File: src/hdl/pcm_sfc_pkg.sv
// ----------------------------------------------------------------------------
// PCM sample format converter package
// Format codes, conversion modes and output packing constants.
// ----------------------------------------------------------------------------
`default_nettype none
package pcm_sfc_pkg;

	localparam logic [2:0] SRC_U8  = 3'd0;
	localparam logic [2:0] SRC_S16 = 3'd1;
	localparam logic [2:0] SRC_S24 = 3'd2;
	localparam logic [2:0] SRC_S32 = 3'd3;
	localparam logic [2:0] SRC_F32 = 3'd4;

	localparam logic TGT_S16 = 1'b0;
	localparam logic TGT_F32 = 1'b1;

	localparam logic [7:0] CFG_SOURCE_FORMAT = 8'd0;
	localparam logic [7:0] CFG_TARGET_FORMAT = 8'd1;

	// conversion path chosen per item
	localparam logic [2:0] MODE_ZERO   = 3'd0;
	localparam logic [2:0] MODE_PASS32 = 3'd1;
	localparam logic [2:0] MODE_PASS16 = 3'd2;
	localparam logic [2:0] MODE_I2F    = 3'd3;
	localparam logic [2:0] MODE_I2S    = 3'd4;
	localparam logic [2:0] MODE_F2S    = 3'd5;

	localparam logic [2:0] BYTES_S16 = 3'd2;
	localparam logic [2:0] BYTES_F32 = 3'd4;

	localparam int OUT_W = 40;

endpackage
`default_nettype wire

File: src/hdl/pcm_sample_format_converter_unit.sv
// Each sample moves through the stage 1 to 4 registers to the master side.
// Throughput: one sample per cycle; per-stage valid bits let bubbles close
// under a stall, and the output register holds a result until it is taken.
// Reset (arst_n low, asynchronous) empties the pipeline and sets
// source_format to s16 and target_format to f32.
// ----------------------------------------------------------------------------
// PCM sample format converter
// Converts u8/s16/s24/s32/f32 samples to s16 or f32 in a 4-stage pipeline.
// ----------------------------------------------------------------------------
`default_nettype none
module pcm_sample_format_converter_unit (
	input  wire logic        clk,
	input  wire logic        arst_n,
	input  wire logic        cfg_valid,
	output logic             cfg_ready,
	input  wire logic [7:0]  cfg_index,
	input  wire logic [7:0]  cfg_data,
	input  wire logic        s_tvalid,
	output logic             s_tready,
	input  wire logic [31:0] s_tdata,   // [31:0] sample_bits
	output logic             m_tvalid,
	input  wire logic        m_tready,
	output logic [pcm_sfc_pkg::OUT_W-1:0] m_tdata // [31:0] result_bits,
	                                              // [34:32] result_bytes,
	                                              // [35] saturated, [39:36] 0
);

	logic [2:0] src_fmt_q;
	logic       tgt_fmt_q;

	assign cfg_ready = 1'b1;

	always_ff @(posedge clk or negedge arst_n) begin
		if (!arst_n) begin
			src_fmt_q <= pcm_sfc_pkg::SRC_S16;
			tgt_fmt_q <= pcm_sfc_pkg::TGT_F32;
		end else if (cfg_valid) begin
			if (cfg_index == pcm_sfc_pkg::CFG_SOURCE_FORMAT) src_fmt_q <= cfg_data[2:0];
			else if (cfg_index == pcm_sfc_pkg::CFG_TARGET_FORMAT) tgt_fmt_q <= cfg_data[0];
		end
	end

	// stage enables: a stage loads when empty or when its successor moves
	logic v_s1, v_s2, v_s3, v_s4;
	logic en1, en2, en3, en4;
	assign en4 = !v_s4 || m_tready;
	assign en3 = !v_s3 || en4;
	assign en2 = !v_s2 || en3;
	assign en1 = !v_s1 || en2;
	assign s_tready = en1;

	always_ff @(posedge clk or negedge arst_n) begin
		if (!arst_n) begin
			v_s1 <= 1'b0;
			v_s2 <= 1'b0;
			v_s3 <= 1'b0;
			v_s4 <= 1'b0;
		end else begin
			if (en1) v_s1 <= s_tvalid;
			if (en2) v_s2 <= v_s1;
			if (en3) v_s3 <= v_s2;
			if (en4) v_s4 <= v_s3;
		end
	end

	// ---------------- stage 1: decode, sign and magnitude ----------------
	logic [2:0]  mode_c;
	logic [32:0] sval_c;
	logic [4:0]  sh_c;
	logic        neg_c;
	logic [31:0] mag_c;

	always_comb begin
		mode_c = pcm_sfc_pkg::MODE_ZERO;
		sval_c = '0;
		sh_c   = 5'd0;
		case (src_fmt_q)
			pcm_sfc_pkg::SRC_U8: begin
				sval_c = {25'd0, s_tdata[7:0]} - 33'd128;
				sh_c   = 5'd7;
			end
			pcm_sfc_pkg::SRC_S16: begin
				sval_c = {{17{s_tdata[15]}}, s_tdata[15:0]};
				sh_c   = 5'd15;
			end
			pcm_sfc_pkg::SRC_S24: begin
				sval_c = {{9{s_tdata[23]}}, s_tdata[23:0]};
				sh_c   = 5'd23;
			end
			pcm_sfc_pkg::SRC_S32: begin
				sval_c = {s_tdata[31], s_tdata};
				sh_c   = 5'd31;
			end
			default: sval_c = {1'b0, s_tdata};
		endcase
		if (src_fmt_q == pcm_sfc_pkg::SRC_F32)
			mode_c = tgt_fmt_q ? pcm_sfc_pkg::MODE_PASS32 : pcm_sfc_pkg::MODE_F2S;
		else if (src_fmt_q > pcm_sfc_pkg::SRC_F32)
			mode_c = pcm_sfc_pkg::MODE_ZERO;
		else if (tgt_fmt_q == pcm_sfc_pkg::TGT_F32)
			mode_c = pcm_sfc_pkg::MODE_I2F;
		else if (src_fmt_q == pcm_sfc_pkg::SRC_S16)
			mode_c = pcm_sfc_pkg::MODE_PASS16;
		else
			mode_c = pcm_sfc_pkg::MODE_I2S;
		neg_c = 1'b0;
		mag_c = s_tdata;
		if (mode_c == pcm_sfc_pkg::MODE_I2F || mode_c == pcm_sfc_pkg::MODE_I2S) begin
			neg_c = sval_c[32];
			mag_c = sval_c[32] ? 32'(-sval_c) : sval_c[31:0];
		end
	end

	logic [2:0]  mode_s1;
	logic        tf_s1, neg_s1;
	logic [4:0]  sh_s1;
	logic [31:0] mag_s1;

	always_ff @(posedge clk) begin
		if (en1) begin
			mode_s1 <= mode_c;
			tf_s1   <= tgt_fmt_q;
			neg_s1  <= neg_c;
			sh_s1   <= sh_c;
			mag_s1  <= mag_c;
		end
	end

	// ---------------- stage 2: leading zeros, multiply, float align -------
	logic [4:0]  lz_c;
	logic [46:0] prod_c;
	logic [7:0]  fe_c, fee_c;
	logic [23:0] fm_c;
	logic [7:0]  fsh8_c;
	logic [4:0]  fsh_c;
	logic [49:0] fext_c;
	logic        fnan_c, fbig_c;

	always_comb begin
		lz_c = 5'd0;
		for (int i = 0; i < 32; i++)
			if (mag_s1[i]) lz_c = 5'(31 - i);
		prod_c = {15'd0, mag_s1} * 47'd32767;
		fe_c   = mag_s1[30:23];
		fnan_c = (fe_c == 8'hFF) && (mag_s1[22:0] != 23'd0);
		fbig_c = fe_c >= 8'd135;
		fm_c   = {fe_c != 8'd0, mag_s1[22:0]};
		fee_c  = (fe_c == 8'd0) ? 8'd1 : fe_c;
		fsh8_c = 8'd135 - fee_c;
		fsh_c  = (fbig_c || fsh8_c > 8'd26) ? 5'd26 : fsh8_c[4:0];
		fext_c = {fm_c, 26'd0} >> fsh_c;
	end

	logic [2:0]  mode_s2;
	logic        tf_s2, neg_s2, zero_s2;
	logic [4:0]  sh_s2, lz_s2;
	logic [31:0] mag_s2;
	logic [46:0] prod_s2;
	logic        fnan_s2, fbig_s2, fg_s2, fst_s2;
	logic [23:0] fq_s2;

	always_ff @(posedge clk) begin
		if (en2) begin
			mode_s2 <= mode_s1;
			tf_s2   <= tf_s1;
			neg_s2  <= (mode_s1 == pcm_sfc_pkg::MODE_F2S) ? mag_s1[31] : neg_s1;
			zero_s2 <= mag_s1 == 32'd0;
			sh_s2   <= sh_s1;
			lz_s2   <= lz_c;
			mag_s2  <= mag_s1;
			prod_s2 <= prod_c;
			fnan_s2 <= fnan_c;
			fbig_s2 <= fbig_c;
			fq_s2   <= fext_c[49:26];
			fg_s2   <= fext_c[25];
			fst_s2  <= |fext_c[24:0];
		end
	end

	// ---------------- stage 3: normalize, scale and round to integer ------
	logic [31:0] norm_c;
	logic [7:0]  exp_c;
	logic [78:0] pext_c;
	logic [46:0] pq_c;
	logic        prnd_c, frnd_c, sat_c;
	logic [24:0] fmag_c;
	logic [16:0] imag_c;

	always_comb begin
		norm_c = mag_s2 << lz_s2;
		exp_c  = 8'd158 - {3'd0, lz_s2} - {3'd0, sh_s2};
		pext_c = {prod_s2, 32'd0} >> sh_s2;
		pq_c   = pext_c[78:32];
		prnd_c = pext_c[31] && ((|pext_c[30:0]) || pq_c[0]);
		frnd_c = fg_s2 && (fst_s2 || fq_s2[0]);
		fmag_c = {1'b0, fq_s2} + {24'd0, frnd_c};
		sat_c  = 1'b0;
		imag_c = pq_c[16:0] + {16'd0, prnd_c};
		if (mode_s2 == pcm_sfc_pkg::MODE_F2S) begin
			imag_c = fmag_c[16:0];
			sat_c  = fnan_s2 || fbig_s2 ||
				(neg_s2 ? (fmag_c > 25'd32768) : (fmag_c > 25'd32767));
		end
	end

	logic [2:0]  mode_s3;
	logic        tf_s3, neg_s3, zero_s3, nan_s3, sat_s3;
	logic [31:0] norm_s3;
	logic [7:0]  exp_s3;
	logic [16:0] imag_s3;
	logic [31:0] raw_s3;

	always_ff @(posedge clk) begin
		if (en3) begin
			mode_s3 <= mode_s2;
			tf_s3   <= tf_s2;
			neg_s3  <= neg_s2;
			zero_s3 <= zero_s2;
			nan_s3  <= fnan_s2;
			sat_s3  <= sat_c;
			norm_s3 <= norm_c;
			exp_s3  <= exp_c;
			imag_s3 <= imag_c;
			raw_s3  <= mag_s2;
		end
	end

	// ---------------- stage 4: pack float, pass through or clamp 16-bit ---
	logic        nrnd_c;
	logic [24:0] nm_c;
	logic [7:0]  nexp_c;
	logic [31:0] bits_c;
	logic        osat_c;
	logic [15:0] s16_c;

	always_comb begin
		nrnd_c = norm_s3[7] && ((|norm_s3[6:0]) || norm_s3[8]);
		nm_c   = {1'b0, norm_s3[31:8]} + {24'd0, nrnd_c};
		nexp_c = nm_c[24] ? exp_s3 + 8'd1 : exp_s3;
		s16_c  = neg_s3 ? 16'(-imag_s3) : imag_s3[15:0];
		osat_c = 1'b0;
		bits_c = 32'd0;
		case (mode_s3)
			pcm_sfc_pkg::MODE_PASS32: bits_c = raw_s3;
			pcm_sfc_pkg::MODE_PASS16: bits_c = {16'd0, raw_s3[15:0]};
			pcm_sfc_pkg::MODE_I2F:
				bits_c = zero_s3 ? 32'd0 :
					{neg_s3, nexp_c, nm_c[24] ? nm_c[23:1] : nm_c[22:0]};
			pcm_sfc_pkg::MODE_I2S: bits_c = {16'd0, s16_c};
			pcm_sfc_pkg::MODE_F2S: begin
				osat_c = sat_s3;
				if (nan_s3) bits_c = 32'd0;
				else if (sat_s3) bits_c = neg_s3 ? 32'h8000 : 32'h7FFF;
				else bits_c = {16'd0, s16_c};
			end
			default: bits_c = 32'd0;
		endcase
	end

	logic [pcm_sfc_pkg::OUT_W-1:0] out_s4;

	always_ff @(posedge clk) begin
		if (en4)
			out_s4 <= {4'd0, osat_c,
				tf_s3 ? pcm_sfc_pkg::BYTES_F32 : pcm_sfc_pkg::BYTES_S16, bits_c};
	end

	assign m_tvalid = v_s4;
	assign m_tdata  = out_s4;

endmodule
`default_nettype wire

File: config.mk
export PLATFORM = sky130hd
export DESIGN_NAME = pcm_sample_format_converter_unit
export DESIGN_NICKNAME = d
export VERILOG_FILES = /design/src/hdl/pcm_sfc_pkg.sv /design/src/hdl/pcm_sample_format_converter_unit.sv
export SDC_FILE = /design/constraint.sdc
export NUM_CORES = 1
export LEC_CHECK = 0
export CAP_MARGIN = 20
export CORE_MARGIN = 5
export CORE_UTILIZATION = 55
export CTS_BUF_LIST = sky130_fd_sc_hd__clkbuf_8
export CTS_CLUSTER_SIZE = 30
export DETAILED_ROUTE_END_ITERATION = 12
export DONT_BUFFER_PORTS = 1
export HOLD_SLACK_MARGIN = 0.06
export PLACE_DENSITY = 0.74
export SLEW_MARGIN = 0
export SYNTH_ARGS = -nofsm -noshare
export SYNTH_HDL_FRONTEND = slang
export SYNTH_SLANG_ARGS = --single-unit
File: constraint.sdc
create_clock -name clk -period 6.4 [get_ports clk]
set_input_delay 1.28 -clock clk [delete_from_list [all_inputs] [get_ports clk]]
set_output_delay 1.28 -clock clk [all_outputs]
set_load 0.02 [all_outputs]
# ---- Word level (Yosys, flattened, before mapping)
# Index checks and enable logic that the tools add are counted.
dict set report word_totals {
  register_bits 305
  latchBits 0
  ramBits 0
  romBits 0
  in_bits 53
  out_inout_bits 43
  elab_cells 163
  memories 0
}
dict set report classes {
  addsub 10
  mul 1
  n_div 0
  magnitude_cmp 5
  eq_ne 15
  n_shift 3
  muxes 54
  bitwise 1
  reduce_logical 34
}
# op count
set ops {}
lappend ops {{32-bit case mux with 5 select lines} 1}
lappend ops {{33-bit case mux with 4 select lines} 1}
lappend ops {{32-bit two-way mux} 3}
lappend ops {{5-bit two-way mux} 17}
lappend ops {{16-bit two-way mux} 5}
lappend ops {{79-bit by 5-bit right shift with 48-bit output} 1}
lappend ops {{24-bit by 1-bit adder with 25-bit output} 2}
lappend ops {{50-bit by 5-bit right shift with 50-bit output} 1}
lappend ops {{32-bit by 15-bit multiplier with 47-bit output, second input constant} 1}
lappend ops {{32-bit zero test} 1}
lappend ops {{4-bit two-way mux} 8}
lappend ops {{32-bit negator} 1}
lappend ops {{32-bit by 5-bit left shift with 32-bit output} 1}
lappend ops {{31-bit OR reduction} 1}
lappend ops {{3-bit two-way mux} 10}
lappend ops {{25-bit by 15-bit greater-than comparator with 1-bit output, second input constant} 1}
lappend ops {{25-bit by 16-bit greater-than comparator with 1-bit output, second input constant} 1}
lappend ops {{25-bit OR reduction} 1}
lappend ops {{23-bit two-way mux} 1}
lappend ops {{23-bit nonzero test} 1}
lappend ops {{5-bit case mux with 4 select lines} 1}
lappend ops {{3-bit == test, second input constant} 6}
lappend ops {{16-bit by 1-bit adder with 16-bit output} 1}
lappend ops {{8-bit zero test} 2}
lappend ops {{29 further kinds} 54}

# ---- Depth between registers and ports, before layout
dict set report logic_depth {
  word_depth 31
  ltp_mapped 24
  ltp_nobuf 23
}

# ---- Least setup slack after synthesis
# Ideal clock, no wire load.
dict set report synth_timing {
  kind {register -> register}
  startpoint {register mag_s1[5]}
  endpoint {register prod_s2[46] (data pin)}
  setup_ps 258
  t_arrival_ps 6214
  required_ps 6142
  path_slack_ps -71
  stages_incl_launch_ff 23
  n_path_buf 0
  period_less_slack_ps 6471
  cell_sequence {edfxtp_1 inv_1 fa_1 inv_1 fa_1 fa_1 inv_1 fa_1 inv_1 fa_1 inv_1 fa_1 inv_1 ha_1 and3_1 a31oi_1 o21ai_1 a41oi_1 o21ai_1 a31o_2 o31ai_1 a41o_1 xnor2_1}
}
dict set report synth_between {
  elab_chain_cells 1
}
# item line_no
set synth_lines {}
lappend synth_lines {{from (decl)} pcm_sample_format_converter_unit.sv:117} ;# logic [31:0] mag_s1;
lappend synth_lines {{from (signal assigned)} pcm_sample_format_converter_unit.sv:125} ;# mag_s1 <= mag_c;
lappend synth_lines {{32-bit by 15-bit multiplier with 47-bit output} pcm_sample_format_converter_unit.sv:143} ;# prod_c = {15'd0, mag_s1} * 47'd32767;
lappend synth_lines {{named net prod_c[46]} pcm_sample_format_converter_unit.sv:131} ;# logic [46:0] prod_c;
lappend synth_lines {{to (signal assigned)} pcm_sample_format_converter_unit.sv:171} ;# prod_s2 <= prod_c;
lappend synth_lines {{to (decl)} pcm_sample_format_converter_unit.sv:158} ;# logic [46:0] prod_s2;
# The timed path passes the listed nets, and every way through them passes these cells.
# A chain may end at the register's enable or synchronous reset.

# ---- Final worst setup path
dict set report layout_timing {
  startpoint {register mag_s1[15]}
  endpoint {register prod_s2[37] (data pin)}
}
# The elaborated chain is that of the path after synthesis.

==> impl_metrics.env <==
export IMPL_crit_path_end_kind="flop"
export IMPL_synth_seq_cells=299
export IMPL_syn_avg_cell_area_um2=10.1
export IMPL_fin_crit_ns=6.35
export IMPL_synthesis_area_um2=27000
export IMPL_synthCells=2665
export IMPL_fillers=3823
export IMPL_die_w_um=231
export IMPL_synth_compound_area_share_pct=13.8
export IMPL_relSlewSlack_pct=26.2
export IMPL_dp_hpwl_mm=63.9
export IMPL_synth_distinct_cells=87
export IMPL_busiest_layer="met2"
export IMPL_outcome="complete, no violations"
export IMPL_setup_ws_ns=0.0486
export IMPL_antenna_found_initial=2
export IMPL_rsz0062_at_grt="true"
export IMPL_postRouteAntennaNets=0
export IMPL_critPathLaunchType="flop"
export IMPL_multi_input_area_um2=16900
export IMPL_critPathTopFamily="adder cells"
export IMPL_areaGrowthSynthToFinish_pct=14.9
export IMPL_worstMarginPinSlew_ns=1.11
export IMPL_clock_root_buffer="clkbuf_8"
export IMPL_fin_crit_sh_pct=99.2
export IMPL_drt_iter0_drc=1977
export IMPL_grt_pass1_wl_mm=122
export IMPL_path_cells="buf_6 > fa_1 > fa_1 > buf_4 > xor2_1 > ha_1 > fa_1 > fa_1 > inv_1 > fa_1 > inv_1 > ha_1 > nand3_2 > or3_4 > or2_4 > o21bai_4 > a221oi_4 > buf_4 > o21ba_4 > o21bai_1 > a21oi_2 > xnor2_1"
export IMPL_maxSlewViolCount=0
export IMPL_clk_latency_ns=0.66
export IMPL_core_region_area_um2=48700
export IMPL_synth_top_family_by_area="adder cells"
export IMPL_place_ws_ns=-0.294
export IMPL_met3_usage_pct=4.78
export IMPL_yosys_area_share_simple_pct=12.0
export IMPL_die_area_um2=53600
export IMPL_crit_buf_inv=5
export IMPL_regArea_um2=8940
export IMPL_use_met2_pct=48.2
export IMPL_timing_fmax_ghz=0.157
export IMPL_crit_type="reg -> reg"
export IMPL_grt_use_met1_pct=38.6
export IMPL_layout_drive_gt1_share_pct=18.8
export IMPL_cts_buffers=50
export IMPL_cp_common_cell="fa_1"
export IMPL_first_pass_iters=7
export IMPL_synthXorXnorAreaFrac_pct=4.38
export IMPL_clkSinkCount=299
export IMPL_synth_adder_area_share_pct=24.5
export IMPL_maxCapViolCount=0
export IMPL_crit_slowest_cell="fa_1"
export IMPL_synth_ff_type="edfxtp_1"
export IMPL_drt_total_wl_mm=80.7
export IMPL_io_buffers=0
export IMPL_yosysSeqAreaShare_pct=33.1
export IMPL_htree_levels=2
export IMPL_die_height_um=231
export IMPL_cts_tree="done"
export IMPL_hp_class="in -> async"
export IMPL_avgRoutedWirePerCell_um=22.5
export IMPL_critPathArrivalTime_ns=6.73
export IMPL_ioPinCount=96
export IMPL_via_count=21900
export IMPL_grt_max_degree=84
export IMPL_setup_viol=0
export IMPL_globalRouteOverflowTotal=0
export IMPL_start_util_pct=55.3
export IMPL_async_reset_ff_share_pct=2.68
export IMPL_clock_path_buffers=3
export IMPL_track_usage_pct=29.3
export IMPL_critPathMaxStageDelay_ns=0.56
export IMPL_drc=0
export IMPL_first_global_vias=21700
export IMPL_rows=81
export IMPL_place_gp_congestion=1.01
export IMPL_viasPerCell=6.10
export IMPL_crit_required_ns=6.78
export IMPL_synth_edff_count=291
export IMPL_hold_viol_final=0
export IMPL_clk_pin_slew_ns=0.06
export IMPL_final_net_count=3333
export IMPL_fin_skew_ns=0.0387
export IMPL_synth_area_mux_share_pct=5.81
export IMPL_cp_max_fo=3
export IMPL_synth_warnings=0
final timing paths:
path / startpoint / endpoint / slack (ns) / depth (start not counted)
max: mag_s1[15] / prod_s2[37] / 0.05 / 22
min: arst_n / v_s2 / 0.34 / 0
max reg2reg: mag_s1[15] / prod_s2[37] / 0.05 / 22
min reg2reg: tf_s1 / tf_s2 / 0.42 / 0
max in group asynchronous: arst_n / src_fmt_q[0] / 5.88 / 0
min in group clk: tf_s1 / tf_s2 / 0.42 / 0
Yosys cell counts (16+ instances only):
master | instances | area share, %
a31oi_1 | 39 | 0.90
nand4_1 | 30 | 0.70
nand3_1 | 69 | 1.3
mux2_2 | 23 | 0.96
buf_1 | 16 | 0.22
mux4_2 | 23 | 1.9
a211oi_1 | 17 | 0.47
a21oi_1 | 161 | 3.0
nand2_1 | 247 | 3.4
xnor2_1 | 68 | 2.2
a21o_1 | 35 | 0.97
nor3_1 | 41 | 0.76
ha_1 | 160 | 7.4
o221ai_1 | 17 | 0.55
o211ai_1 | 23 | 0.64
nor4_1 | 25 | 0.58
inv_1 | 329 | 4.6
edfxtp_1 | 291 | 32
o21ai_0 | 137 | 2.5
fa_1 | 229 | 17
nor2_1 | 159 | 2.2
xor2_1 | 67 | 2.2
o31ai_1 | 16 | 0.45
o22ai_1 | 18 | 0.42
nor2b_1 | 18 | 0.42
clkbuf_1 | 67 | 0.93
and3_1 | 26 | 0.60
mux2i_1 | 79 | 2.9
timing repair:
| action | CTS | global route |
|---|---|---|
| hold buffers | 0 | 0 |
| pin swaps | 11 | 122 |
| setup endpoints to repair | 12 | 16 |
| resized for setup | 27 | 121 |
| endpoints found under the hold margin | 0 | 0 |
| setup buffers | 4 | 36 |
placed cells by master, fill, tap and decap left out, types with 36 or more instances in the layout:
cell,netlist,final
inv_1,329,297
edfxtp_1,291,291
buf_4,7,264
nand2_1,247,245
fa_1,229,198
nor2_1,159,157
a21oi_1,161,152
ha_1,160,143
o21ai_0,137,132
mux2i_1,79,79
xnor2_1,68,67
nand3_1,69,66
xor2_1,67,65
clkbuf_8,0,51
inv_2,2,46
nor3_1,41,40
a31oi_1,39,36
cell families (layout without fill, tap and decap cells):
kind of cell	count (synthesis)	after routing
buffers and inverters	440	695
and+or+nand+nor	688	688
AOI/OAI and AO/OA	586	586
adders and majority gates	390	390
DFF	299	299
other	2	8
muxes	125	125
xor gates and xnor gates	135	135
registers in the layout, indices dropped and copies added, names as in the netlist, 3 cells and up:
signal and cells:
fq_s2 24, imag_s3 16, norm_s3 32, sh_s2 3
raw_s3 32, lz_s2 5, mag_s1 32, sh_s1 3
prod_s2 46, mode_s1 3, m_tdata 35, src_fmt_q 3
mag_s2 32, mode_s2 3, exp_s3 8, mode_s3 3
layout make-up:
cell class	instances	share of cell area (%)
clock buffers	51	2.26
inverters	334	4.05
flip-flops and latches	299	28.8
repair buffers	276	6.81
multi-input cells	1930	54.5
well taps	664	2.68
diodes	2	0.0161
clock inverters	34	0.872
metrics by stage:
| step | hold slack (ns) | area, um2 | setup TNS (ns) | cells | utilization [%] |
|---|---|---|---|---|---|
| floorplan | 0.400 | 27000 | 0 | 2669 | - |
| CTS | 0.309 | 30300 | 0 | 3553 | 62.1 |
| finish | 0.342 | 31000 | 0 | 3590 | 63.6 |
| detailed placement | 0.406 | 29200 | -1.70 | 3464 | 59.8 |
| global route | 0.313 | 31000 | -1.30 | 3589 | 63.6 |
| global placement | 0.403 | 29200 | -0.696 | 3463 | 59.8 |
per-layer routing:
metal	vias up	routed length, um
met2	1116	38600
li1	9864	-
met4	0	4220
met5	-	0
met1	10700	31600
met3	243	6220
Power is left out: the tool's default activity adds up to more than one toggle a clock period on the data nets, which glitch-free logic cannot reach.
